===== config.mk =====
export PLATFORM = sky130hd
export DESIGN_NAME = lfu_cache_lru_tiebreak
export DESIGN_NICKNAME = d
export VERILOG_FILES = /design/src/rtl/core/lfuc_pkg.sv /design/src/rtl/core/lfu_cache_lru_tiebreak.sv /design/src/rtl/core/lfuc_store.sv /design/src/rtl/core/lfuc_scan.sv
export VERILOG_INCLUDE_DIRS = /design/src /design/src/rtl/core
export SDC_FILE = /design/constraint.sdc
export NUM_CORES = 2
export LEC_CHECK = 0
export BUFFER_PORTS_ARGS = -buffer_cell sky130_fd_sc_hd__clkbuf_2
export CORE_ASPECT_RATIO = 2
export CORE_MARGIN = 1.5
export CORE_UTILIZATION = 41
export CTS_BUF_LIST = sky130_fd_sc_hd__clkbuf_8
export DETAILED_ROUTE_END_ITERATION = 16
export SKIP_LAST_GASP = 1
export SLEW_MARGIN = 20
export SYNTH_ARGS = -nofsm -noshare
export SYNTH_HDL_FRONTEND = slang
export SYNTH_SLANG_ARGS = --single-unit

===== constraint.sdc =====
create_clock -name clk -period 27.9 [get_ports clk]
set_clock_uncertainty 0.1 [all_clocks]
set_input_delay 2.79 -clock clk [delete_from_list [all_inputs] [get_ports clk]]
set_output_delay 2.79 -clock clk [all_outputs]
set_load 0.01 [all_outputs]

===== src/rtl/core/lfu_cache_lru_tiebreak_assert.svh =====
// Assertion macros used by the top cache module.
`ifndef LFU_CACHE_LRU_TIEBREAK_ASSERT_SVH
`define LFU_CACHE_LRU_TIEBREAK_ASSERT_SVH

// Same-cycle implication, checked outside reset.
`define LFUC_ASSERT_IMP(label, clk, rst_n, ante, cons) \
    label: assert property (@(posedge clk) disable iff (!rst_n) (ante) |-> (cons)) \
        else $error("lfuc: same-cycle check failed");

// Next-cycle implication, checked outside reset.
`define LFUC_ASSERT_NXT(label, clk, rst_n, ante, cons) \
    label: assert property (@(posedge clk) disable iff (!rst_n) (ante) |=> (cons)) \
        else $error("lfuc: next-cycle check failed");

`endif


===== src/rtl/core/lfuc_pkg.sv =====
// Types and constants shared by the cache modules.
package lfuc_pkg;

    localparam int DATA_W = 32;
    localparam int CAP_W  = 5;
    localparam logic [CAP_W-1:0]  CAP_RESET = 5'd16;
    localparam logic [DATA_W-1:0] SAT_MAX   = {DATA_W{1'b1}};

    localparam logic OP_GET = 1'b0;
    localparam logic OP_SET = 1'b1;

    typedef struct packed {
        logic [DATA_W-1:0] stamp;
        logic [DATA_W-1:0] count;
        logic [DATA_W-1:0] data;
        logic [DATA_W-1:0] key;
    } lfuc_entry_t;

    typedef struct packed {
        logic              found;
        logic [DATA_W-1:0] found_data;
        logic [DATA_W-1:0] found_count;
        logic [DATA_W-1:0] victim_key;
    } lfuc_scan_t;

endpackage


===== src/rtl/core/lfu_cache_lru_tiebreak.sv =====
// Fully associative LFU cache with LRU tie break: one result per request. An empty cache
// skips the slot scan; the scan reads one entry per cycle through the single read port.
// Throughput: one request at a time; input ready returns once the result is registered.
// Reset clears occupancy and time counter and sets capacity to 16; slots are not cleared.
module lfu_cache_lru_tiebreak #(
    parameter int MAX_ENTRIES = 16
) (
    input  logic        clk,
    input  logic        rst_n,
    input  logic        cfg_we,
    input  logic [4:0]  cfg_wdata,      // capacity
    input  logic        s_axis_tvalid,
    output logic        s_axis_tready,
    input  logic [63:0] s_axis_tdata,   // [31:0] key, [63:32] value
    input  logic        s_axis_tuser,   // operation
    output logic        m_axis_tvalid,
    input  logic        m_axis_tready,
    output logic [63:0] m_axis_tdata,   // [31:0] read_value, [63:32] evicted_key
    output logic [1:0]  m_axis_tuser    // [0] hit, [1] evicted
);
    import lfuc_pkg::*;

    `include "lfu_cache_lru_tiebreak_assert.svh"

    localparam int IDX_W = $clog2(MAX_ENTRIES);
    localparam int OCC_W = $clog2(MAX_ENTRIES + 1);
    localparam int CMP_W = (OCC_W > CAP_W) ? OCC_W : CAP_W;
    localparam logic [OCC_W-1:0] OCC_MAX = OCC_W'(MAX_ENTRIES);

    typedef enum logic [5:0] {
        ST_IDLE   = 6'b000001,
        ST_SCAN   = 6'b000010,
        ST_DECIDE = 6'b000100,
        ST_SHIFT  = 6'b001000,
        ST_INSERT = 6'b010000,
        ST_OUT    = 6'b100000
    } lfuc_state_t;

    lfuc_state_t       state_reg, state_next;
    logic [CAP_W-1:0]  cap_reg;
    logic [OCC_W-1:0]  occ_reg, occ_next;
    logic [OCC_W-1:0]  rd_cnt_reg, rd_cnt_next;
    logic [DATA_W-1:0] ts_reg, ts_next;
    logic [DATA_W-1:0] stamp_new;
    logic              op_reg;
    logic [DATA_W-1:0] key_reg;
    logic [DATA_W-1:0] val_reg;
    logic              evict_reg, evict_next;
    logic              res_hit_reg, res_hit_next;
    logic [DATA_W-1:0] res_rv_reg, res_rv_next;
    logic [DATA_W-1:0] res_evk_reg, res_evk_next;
    logic              m_valid_reg, m_valid_next;
    logic [63:0]       m_data_reg;
    logic [1:0]        m_user_reg;
    logic              in_xfer;
    logic              out_load;
    logic              evict_cond;
    logic [DATA_W-1:0] count_inc;
    logic [OCC_W-1:0]  ins_pos;

    logic              rd_en;
    logic [IDX_W-1:0]  rd_addr;
    lfuc_entry_t       rd_data;
    logic              rd_valid;
    logic [IDX_W-1:0]  rd_addr_q;
    logic              wr_en;
    logic [IDX_W-1:0]  wr_addr;
    lfuc_entry_t       wr_data;

    lfuc_scan_t        scan_res;
    logic [IDX_W-1:0]  found_idx;
    logic [IDX_W-1:0]  victim_idx;

    lfuc_store #(.DEPTH(MAX_ENTRIES)) u_store (
        .clk       (clk),
        .rst_n     (rst_n),
        .rd_en     (rd_en),
        .rd_addr   (rd_addr),
        .rd_data   (rd_data),
        .rd_valid  (rd_valid),
        .rd_addr_q (rd_addr_q),
        .wr_en     (wr_en),
        .wr_addr   (wr_addr),
        .wr_data   (wr_data)
    );

    lfuc_scan #(.DEPTH(MAX_ENTRIES)) u_scan (
        .clk        (clk),
        .rst_n      (rst_n),
        .start      (in_xfer),
        .key        (key_reg),
        .in_valid   (rd_valid && (state_reg == ST_SCAN)),
        .in_idx     (rd_addr_q),
        .in_entry   (rd_data),
        .result     (scan_res),
        .found_idx  (found_idx),
        .victim_idx (victim_idx)
    );

    assign s_axis_tready = (state_reg == ST_IDLE);
    assign in_xfer       = s_axis_tvalid && s_axis_tready;
    assign out_load      = (state_reg == ST_OUT) && (!m_valid_reg || m_axis_tready);

    assign stamp_new = (ts_reg == SAT_MAX) ? ts_reg : ts_reg + 1'b1;
    assign count_inc = (scan_res.found_count == SAT_MAX) ? scan_res.found_count
                                                         : scan_res.found_count + 1'b1;

    // Capacity zero acts as one; capacity above the slot count acts as the slot count.
    assign evict_cond = (occ_reg != '0)
                     && ((cap_reg == '0)
                      || (CMP_W'(occ_reg) >= CMP_W'(cap_reg))
                      || (occ_reg == OCC_MAX));

    assign ins_pos = evict_reg ? occ_reg - 1'b1 : occ_reg;

    always_comb
    begin
        state_next   = state_reg;
        occ_next     = occ_reg;
        rd_cnt_next  = rd_cnt_reg;
        ts_next      = ts_reg;
        evict_next   = evict_reg;
        res_hit_next = res_hit_reg;
        res_rv_next  = res_rv_reg;
        res_evk_next = res_evk_reg;
        rd_en        = 1'b0;
        rd_addr      = rd_cnt_reg[IDX_W-1:0];
        wr_en        = 1'b0;
        wr_addr      = found_idx;
        wr_data      = rd_data;

        case (state_reg)
            ST_IDLE:
            begin
                if (in_xfer)
                begin
                    rd_cnt_next  = '0;
                    evict_next   = 1'b0;
                    res_hit_next = 1'b0;
                    res_rv_next  = '0;
                    res_evk_next = '0;
                    state_next   = (occ_reg == '0) ? ST_DECIDE : ST_SCAN;
                end
            end
            ST_SCAN:
            begin
                // The last read's data is compared in the cycle that leaves this state.
                if (rd_cnt_reg != occ_reg)
                begin
                    rd_en       = 1'b1;
                    rd_cnt_next = rd_cnt_reg + 1'b1;
                end
                else
                begin
                    state_next = ST_DECIDE;
                end
            end
            ST_DECIDE:
            begin
                if (scan_res.found)
                begin
                    wr_en         = 1'b1;
                    wr_addr       = found_idx;
                    wr_data.key   = key_reg;
                    wr_data.data  = (op_reg == OP_SET) ? val_reg : scan_res.found_data;
                    wr_data.count = count_inc;
                    wr_data.stamp = stamp_new;
                    ts_next       = stamp_new;
                    res_hit_next  = 1'b1;
                    res_rv_next   = (op_reg == OP_SET) ? '0 : scan_res.found_data;
                    state_next    = ST_OUT;
                end
                else if (op_reg == OP_GET)
                begin
                    state_next = ST_OUT;
                end
                else if (evict_cond)
                begin
                    evict_next   = 1'b1;
                    res_evk_next = scan_res.victim_key;
                    rd_cnt_next  = OCC_W'(victim_idx) + 1'b1;
                    state_next   = ST_SHIFT;
                end
                else
                begin
                    state_next = ST_INSERT;
                end
            end
            ST_SHIFT:
            begin
                // Close the gap: slot j+1 is read, then written into slot j in the next cycle.
                if (rd_cnt_reg != occ_reg)
                begin
                    rd_en       = 1'b1;
                    rd_cnt_next = rd_cnt_reg + 1'b1;
                end
                else
                begin
                    state_next = ST_INSERT;
                end
                if (rd_valid)
                begin
                    wr_en   = 1'b1;
                    wr_addr = rd_addr_q - 1'b1;
                    wr_data = rd_data;
                end
            end
            ST_INSERT:
            begin
                wr_en         = 1'b1;
                wr_addr       = ins_pos[IDX_W-1:0];
                wr_data.key   = key_reg;
                wr_data.data  = val_reg;
                wr_data.count = DATA_W'(1);
                wr_data.stamp = stamp_new;
                ts_next       = stamp_new;
                occ_next      = evict_reg ? occ_reg : occ_reg + 1'b1;
                state_next    = ST_OUT;
            end
            ST_OUT:
            begin
                if (out_load)
                begin
                    state_next = ST_IDLE;
                end
            end
            default:
            begin
                state_next = ST_IDLE;
            end
        endcase
    end

    always_comb
    begin
        m_valid_next = m_valid_reg;
        if (out_load)
        begin
            m_valid_next = 1'b1;
        end
        else if (m_axis_tready)
        begin
            m_valid_next = 1'b0;
        end
    end

    always_ff @(posedge clk or negedge rst_n)
    begin
        if (!rst_n)
        begin
            state_reg   <= ST_IDLE;
            cap_reg     <= CAP_RESET;
            occ_reg     <= '0;
            rd_cnt_reg  <= '0;
            ts_reg      <= '0;
            evict_reg   <= 1'b0;
            m_valid_reg <= 1'b0;
        end
        else
        begin
            state_reg   <= state_next;
            occ_reg     <= occ_next;
            rd_cnt_reg  <= rd_cnt_next;
            ts_reg      <= ts_next;
            evict_reg   <= evict_next;
            m_valid_reg <= m_valid_next;
            if (cfg_we)
            begin
                cap_reg <= cfg_wdata;
            end
        end
    end

    always_ff @(posedge clk)
    begin
        if (in_xfer)
        begin
            op_reg  <= s_axis_tuser;
            key_reg <= s_axis_tdata[31:0];
            val_reg <= s_axis_tdata[63:32];
        end
        res_hit_reg <= res_hit_next;
        res_rv_reg  <= res_rv_next;
        res_evk_reg <= res_evk_next;
        if (out_load)
        begin
            m_data_reg <= {res_evk_reg, res_rv_reg};
            m_user_reg <= {evict_reg, res_hit_reg};
        end
    end

    assign m_axis_tvalid = m_valid_reg;
    assign m_axis_tdata  = m_data_reg;
    assign m_axis_tuser  = m_user_reg;

    `LFUC_ASSERT_IMP(a_occ_bound, clk, rst_n, 1'b1, occ_reg <= OCC_MAX)
    `LFUC_ASSERT_NXT(a_busy_after_xfer, clk, rst_n, in_xfer, !s_axis_tready)
    `LFUC_ASSERT_IMP(a_hit_not_evict, clk, rst_n, m_axis_tvalid, !(m_axis_tuser[0] && m_axis_tuser[1]))
    `LFUC_ASSERT_IMP(a_insert_room, clk, rst_n, (state_reg == ST_INSERT) && !evict_reg, occ_reg < OCC_MAX)

endmodule


===== src/rtl/core/lfuc_store.sv =====
// Slot memory with one write port and one registered read port.
module lfuc_store #(
    parameter int DEPTH = 16,
    localparam int IDX_W = $clog2(DEPTH)
) (
    input  logic                 clk,
    input  logic                 rst_n,
    input  logic                 rd_en,
    input  logic [IDX_W-1:0]     rd_addr,
    output lfuc_pkg::lfuc_entry_t rd_data,
    output logic                 rd_valid,
    output logic [IDX_W-1:0]     rd_addr_q,
    input  logic                 wr_en,
    input  logic [IDX_W-1:0]     wr_addr,
    input  lfuc_pkg::lfuc_entry_t wr_data
);
    import lfuc_pkg::*;

    lfuc_entry_t      mem [DEPTH];
    lfuc_entry_t      rd_data_reg;
    logic [IDX_W-1:0] rd_addr_reg;
    logic             rd_valid_reg;

    always_ff @(posedge clk)
    begin
        if (wr_en)
        begin
            mem[wr_addr] <= wr_data;
        end
        if (rd_en)
        begin
            rd_data_reg <= mem[rd_addr];
            rd_addr_reg <= rd_addr;
        end
    end

    always_ff @(posedge clk or negedge rst_n)
    begin
        if (!rst_n)
        begin
            rd_valid_reg <= 1'b0;
        end
        else
        begin
            rd_valid_reg <= rd_en;
        end
    end

    assign rd_data   = rd_data_reg;
    assign rd_addr_q = rd_addr_reg;
    assign rd_valid  = rd_valid_reg;

endmodule


===== src/rtl/core/lfuc_scan.sv =====
// Compare unit that finds the matching key and the eviction victim, one slot per cycle.
module lfuc_scan #(
    parameter int DEPTH = 16,
    localparam int IDX_W = $clog2(DEPTH)
) (
    input  logic                   clk,
    input  logic                   rst_n,
    input  logic                   start,
    input  logic [lfuc_pkg::DATA_W-1:0] key,
    input  logic                   in_valid,
    input  logic [IDX_W-1:0]       in_idx,
    input  lfuc_pkg::lfuc_entry_t  in_entry,
    output lfuc_pkg::lfuc_scan_t   result,
    output logic [IDX_W-1:0]       found_idx,
    output logic [IDX_W-1:0]       victim_idx
);
    import lfuc_pkg::*;

    logic              found_reg;
    logic [IDX_W-1:0]  found_idx_reg;
    logic [DATA_W-1:0] found_data_reg;
    logic [DATA_W-1:0] found_count_reg;
    logic [IDX_W-1:0]  vic_idx_reg;
    logic [DATA_W-1:0] vic_count_reg;
    logic [DATA_W-1:0] vic_stamp_reg;
    logic [DATA_W-1:0] vic_key_reg;
    logic              is_match;
    logic              is_better;

    assign is_match  = !found_reg && (in_entry.key == key);
    // The first slot seeds the victim; later slots replace it only when strictly better,
    // so among full ties the lowest slot wins.
    assign is_better = (in_idx == '0)
                    || (in_entry.count < vic_count_reg)
                    || ((in_entry.count == vic_count_reg) && (in_entry.stamp < vic_stamp_reg));

    always_ff @(posedge clk or negedge rst_n)
    begin
        if (!rst_n)
        begin
            found_reg <= 1'b0;
        end
        else if (start)
        begin
            found_reg <= 1'b0;
        end
        else if (in_valid && is_match)
        begin
            found_reg <= 1'b1;
        end
    end

    always_ff @(posedge clk)
    begin
        if (in_valid && is_match)
        begin
            found_idx_reg   <= in_idx;
            found_data_reg  <= in_entry.data;
            found_count_reg <= in_entry.count;
        end
        if (in_valid && is_better)
        begin
            vic_idx_reg   <= in_idx;
            vic_count_reg <= in_entry.count;
            vic_stamp_reg <= in_entry.stamp;
            vic_key_reg   <= in_entry.key;
        end
    end

    assign result.found       = found_reg;
    assign result.found_data  = found_data_reg;
    assign result.found_count = found_count_reg;
    assign result.victim_key  = vic_key_reg;
    assign found_idx          = found_idx_reg;
    assign victim_idx         = vic_idx_reg;

endmodule


==> results.py <==
metrics = {
    "worst_setup_path": {
        "cp_cell_sequence": "nor4_1 > nand4b_1 > nor3_1 > nand4_1 > a2111oi_0 > or3_4 > buf_4",
        "worstPathArrival_ns": 6.28,
        "critPathLaunchType": "flip-flop",
        "path_class": "reg2reg",
        "end_kind": "flip-flop",
        "slowest_stage": "buf_4",
        "worstPathRequired_ns": 28.29,
        "max_stage_delay_ns": 0.97,
        "critical_path_peak_fanout": 54,
    },
    "sta": {
        "min_period_ns": 5.89,
        "fmaxAchievable_ghz": 0.170,
        "rsz0062_at_grt": "no",
        "maxSlewHeadroom_pct": 21.7,
        "period_share_pct": 21.1,
        "hold_viol": 0,
        "maxSlewViolCount": 0,
        "hold_ws_ns": 0.319,
        "fin_tns_setup_ns": 0,
        "setup_violations": 0,
        "tightestPinTransition_ns": 1.17,
    },
    "finish": {
        "drive_above_1_share_pct": 27.5,
        "fin_nets": 5140,
        "fillers": 20218,
        "regArea_sq_um": 77800,
        "fin_area_sq_um": 112000,
        "multi_input_area_sq_um": 21000,
        "final_common_cell": "edfxtp_1",
        "largest_reg_flops": 2048,
        "area_delta_synth_final_pct": 12.0,
        "layout_common_cells": "edfxtp_1, mux4_2, clkbuf_8, nand2_1, inv_1",
    },
    "global_route": {
        "grt_pass1_vias": 51017,
        "grt_start_max_net_pins": 115,
        "use_met3_pct": 2.80,
        "grt_overflow": 0,
        "grtUsageTotal_pct": 20.2,
        "grt_pass1_wl_microns": 357000,
        "use_met2_pct": 37.2,
        "antenna_found_initial": 10,
        "gr-usage-met1_pct": 23.9,
        "busiest_layer": "met2",
    },
    "synthesis": {
        "synthArstFlopShare_pct": 2.19,
        "synth_nets": 4698,
        "yosysWarnings": 0,
        "ys_seq_elements": 2601,
        "synth_cell_type_count": 70,
        "synth_area_sq_um": 99800,
        "synth-seq-area-share_pct": 78.0,
        "synth_edf_count": 2544,
        "synth_ff_type": "edfxtp_1",
        "netlist_instances": 4549,
        "syn_area_per_cell_sq_um": 21.9,
    },
    "job": {
        "cap_viol_max_count": 0,
    },
    "floorplan": {
        "die_y_microns": 701,
        "start_util_pct": 41.2,
        "io_pins": 143,
        "die_x_microns": 352,
        "rows": 256,
        "coreArea_sq_um": 242000,
        "fp.dieArea_sq_um": 247000,
    },
    "clock_network": {
        "cts_buffer_depth": 4,
        "clock_tree.root_cell": "clkbuf_8",
        "post_cts_buffers": 0,
        "cts_made_buffers": 343,
        "cts_resized": 0,
        "cts_tree": "built",
        "clock_latency_ns": 0.96,
        "clock-sinks": 2601,
        "clkSlewWorstSetupHoldPaths_ns": 0.07,
        "cts_hold_buf": 0,
        "h-tree-depth": 5,
    },
    "power": {
        "ir_drop_v": 0.0000513,
        "powerDensity_nw_per_um2": 71.7,
        "p_leak_nw": 35.6,
    },
    "drt": {
        "drt_first_pass_iters": 8,
        "drc": 0,
        "drt-total-wl_microns": 249000,
        "num_vias": 47784,
        "drtAntennaViolNets": 0,
        "drt_iter0_drc": 4226,
        "via_per_inst": 5.62,
        "wl_per_cell_microns": 29.2,
    },
    "place": {
        "dp_hpwl_microns": 135000,
        "io_buffers": 142,
        "place_area_sq_um": 105000,
        "place.gp.congestion": 0.830,
    },
    "min_path": {
        "holdCritPathClass": "reg2reg",
    },
    "status": {
        "status": "finished, final reports clean",
    },
}
[final timing paths]
kind / start / slack (ns) / to / depth (start not counted)
worst max register to register: state_reg[3] / 22.01 / u_scan.vic_count_reg[11] / 7
max in group asynchronous: rst_n / 25.09 / rd_cnt_reg[3] / 2
worst min register to register: res_rv_reg[2] / 0.32 / m_axis_tdata[2] / 0
worst min-delay path: res_rv_reg[2] / 0.32 / m_axis_tdata[2] / 0
worst max-delay path: state_reg[3] / 22.01 / u_scan.vic_count_reg[11] / 7
min in group asynchronous: rst_n / 1.92 / ts_reg[21] / 2
[metrics by stage]
stage | utilization [%] | setup WS, ns | cells | power, mW
after floorplan | - | 17.96 | 4549 | 5.08
after global placement | 43.4 | 22.10 | 7871 | 5.35
after detailed placement | 43.4 | 21.99 | 7871 | 5.35
after CTS | 46.1 | 21.89 | 8489 | 8.10
after global routing | 46.1 | 21.90 | 8494 | 8.27
final | 46.1 | 22.01 | 8498 | 8.01
[area by class of cell]
cell class	count	area share [%]
Sequential cell	2601	69.6
Multi-Input combinational cell	1627	18.8
Clock buffer	351	4.32
Tap cell	3225	3.61
Timing Repair Buffer	303	1.80
Clock inverter	267	1.42
Inverter	115	0.393
Antenna cell	9	0.0201
[report_power, final]
group          internal [mW]  switching, mW
combinational          0.349          0.431
clock                   1.33           1.43
sequential              4.41         0.0680
total                   6.09           1.93
[critical path: cells and delay by family (launching register included)]
kind | cells | cell delay, ns
AOI/OAI and AO/OA | 1 | 0.60
buffers and inverters | 1 | 0.97
DFF | 1 | 0.46
and+or+nand+nor | 5 | 3.13
[routing by layer]
metal  up-vias  routed length [microns]
met2      1747                   137000
met5         -                        0
li1      19803                        -
met1     25817                    90400
met4         0                     7900
met3       417                    13500
[synthesized netlist by cell type, drive strengths merged, types with 55 or more instances]
library cell | count | area share [%]
and3 | 80 | 0.50
buf | 55 | 0.23
clkbuf | 151 | 0.57
dfrtp | 55 | 1.4
edfxtp | 2544 | 77
ha | 74 | 0.93
inv | 113 | 0.43
mux4 | 640 | 14
nand2 | 245 | 0.92
nor2 | 63 | 0.24
o21ai | 76 | 0.38
xnor2 | 76 | 0.67
xor2 | 58 | 0.51
[cells by family after synthesis]
logic type / synth area share [%]
compound gates: 1.37
xor+xnor: 1.18
fa+ha+maj: 0.928
buf+inv: 1.24
flops: 78.0
mux: 14.5
simple gates: 2.81
Power figures use the tool's default switching activity.
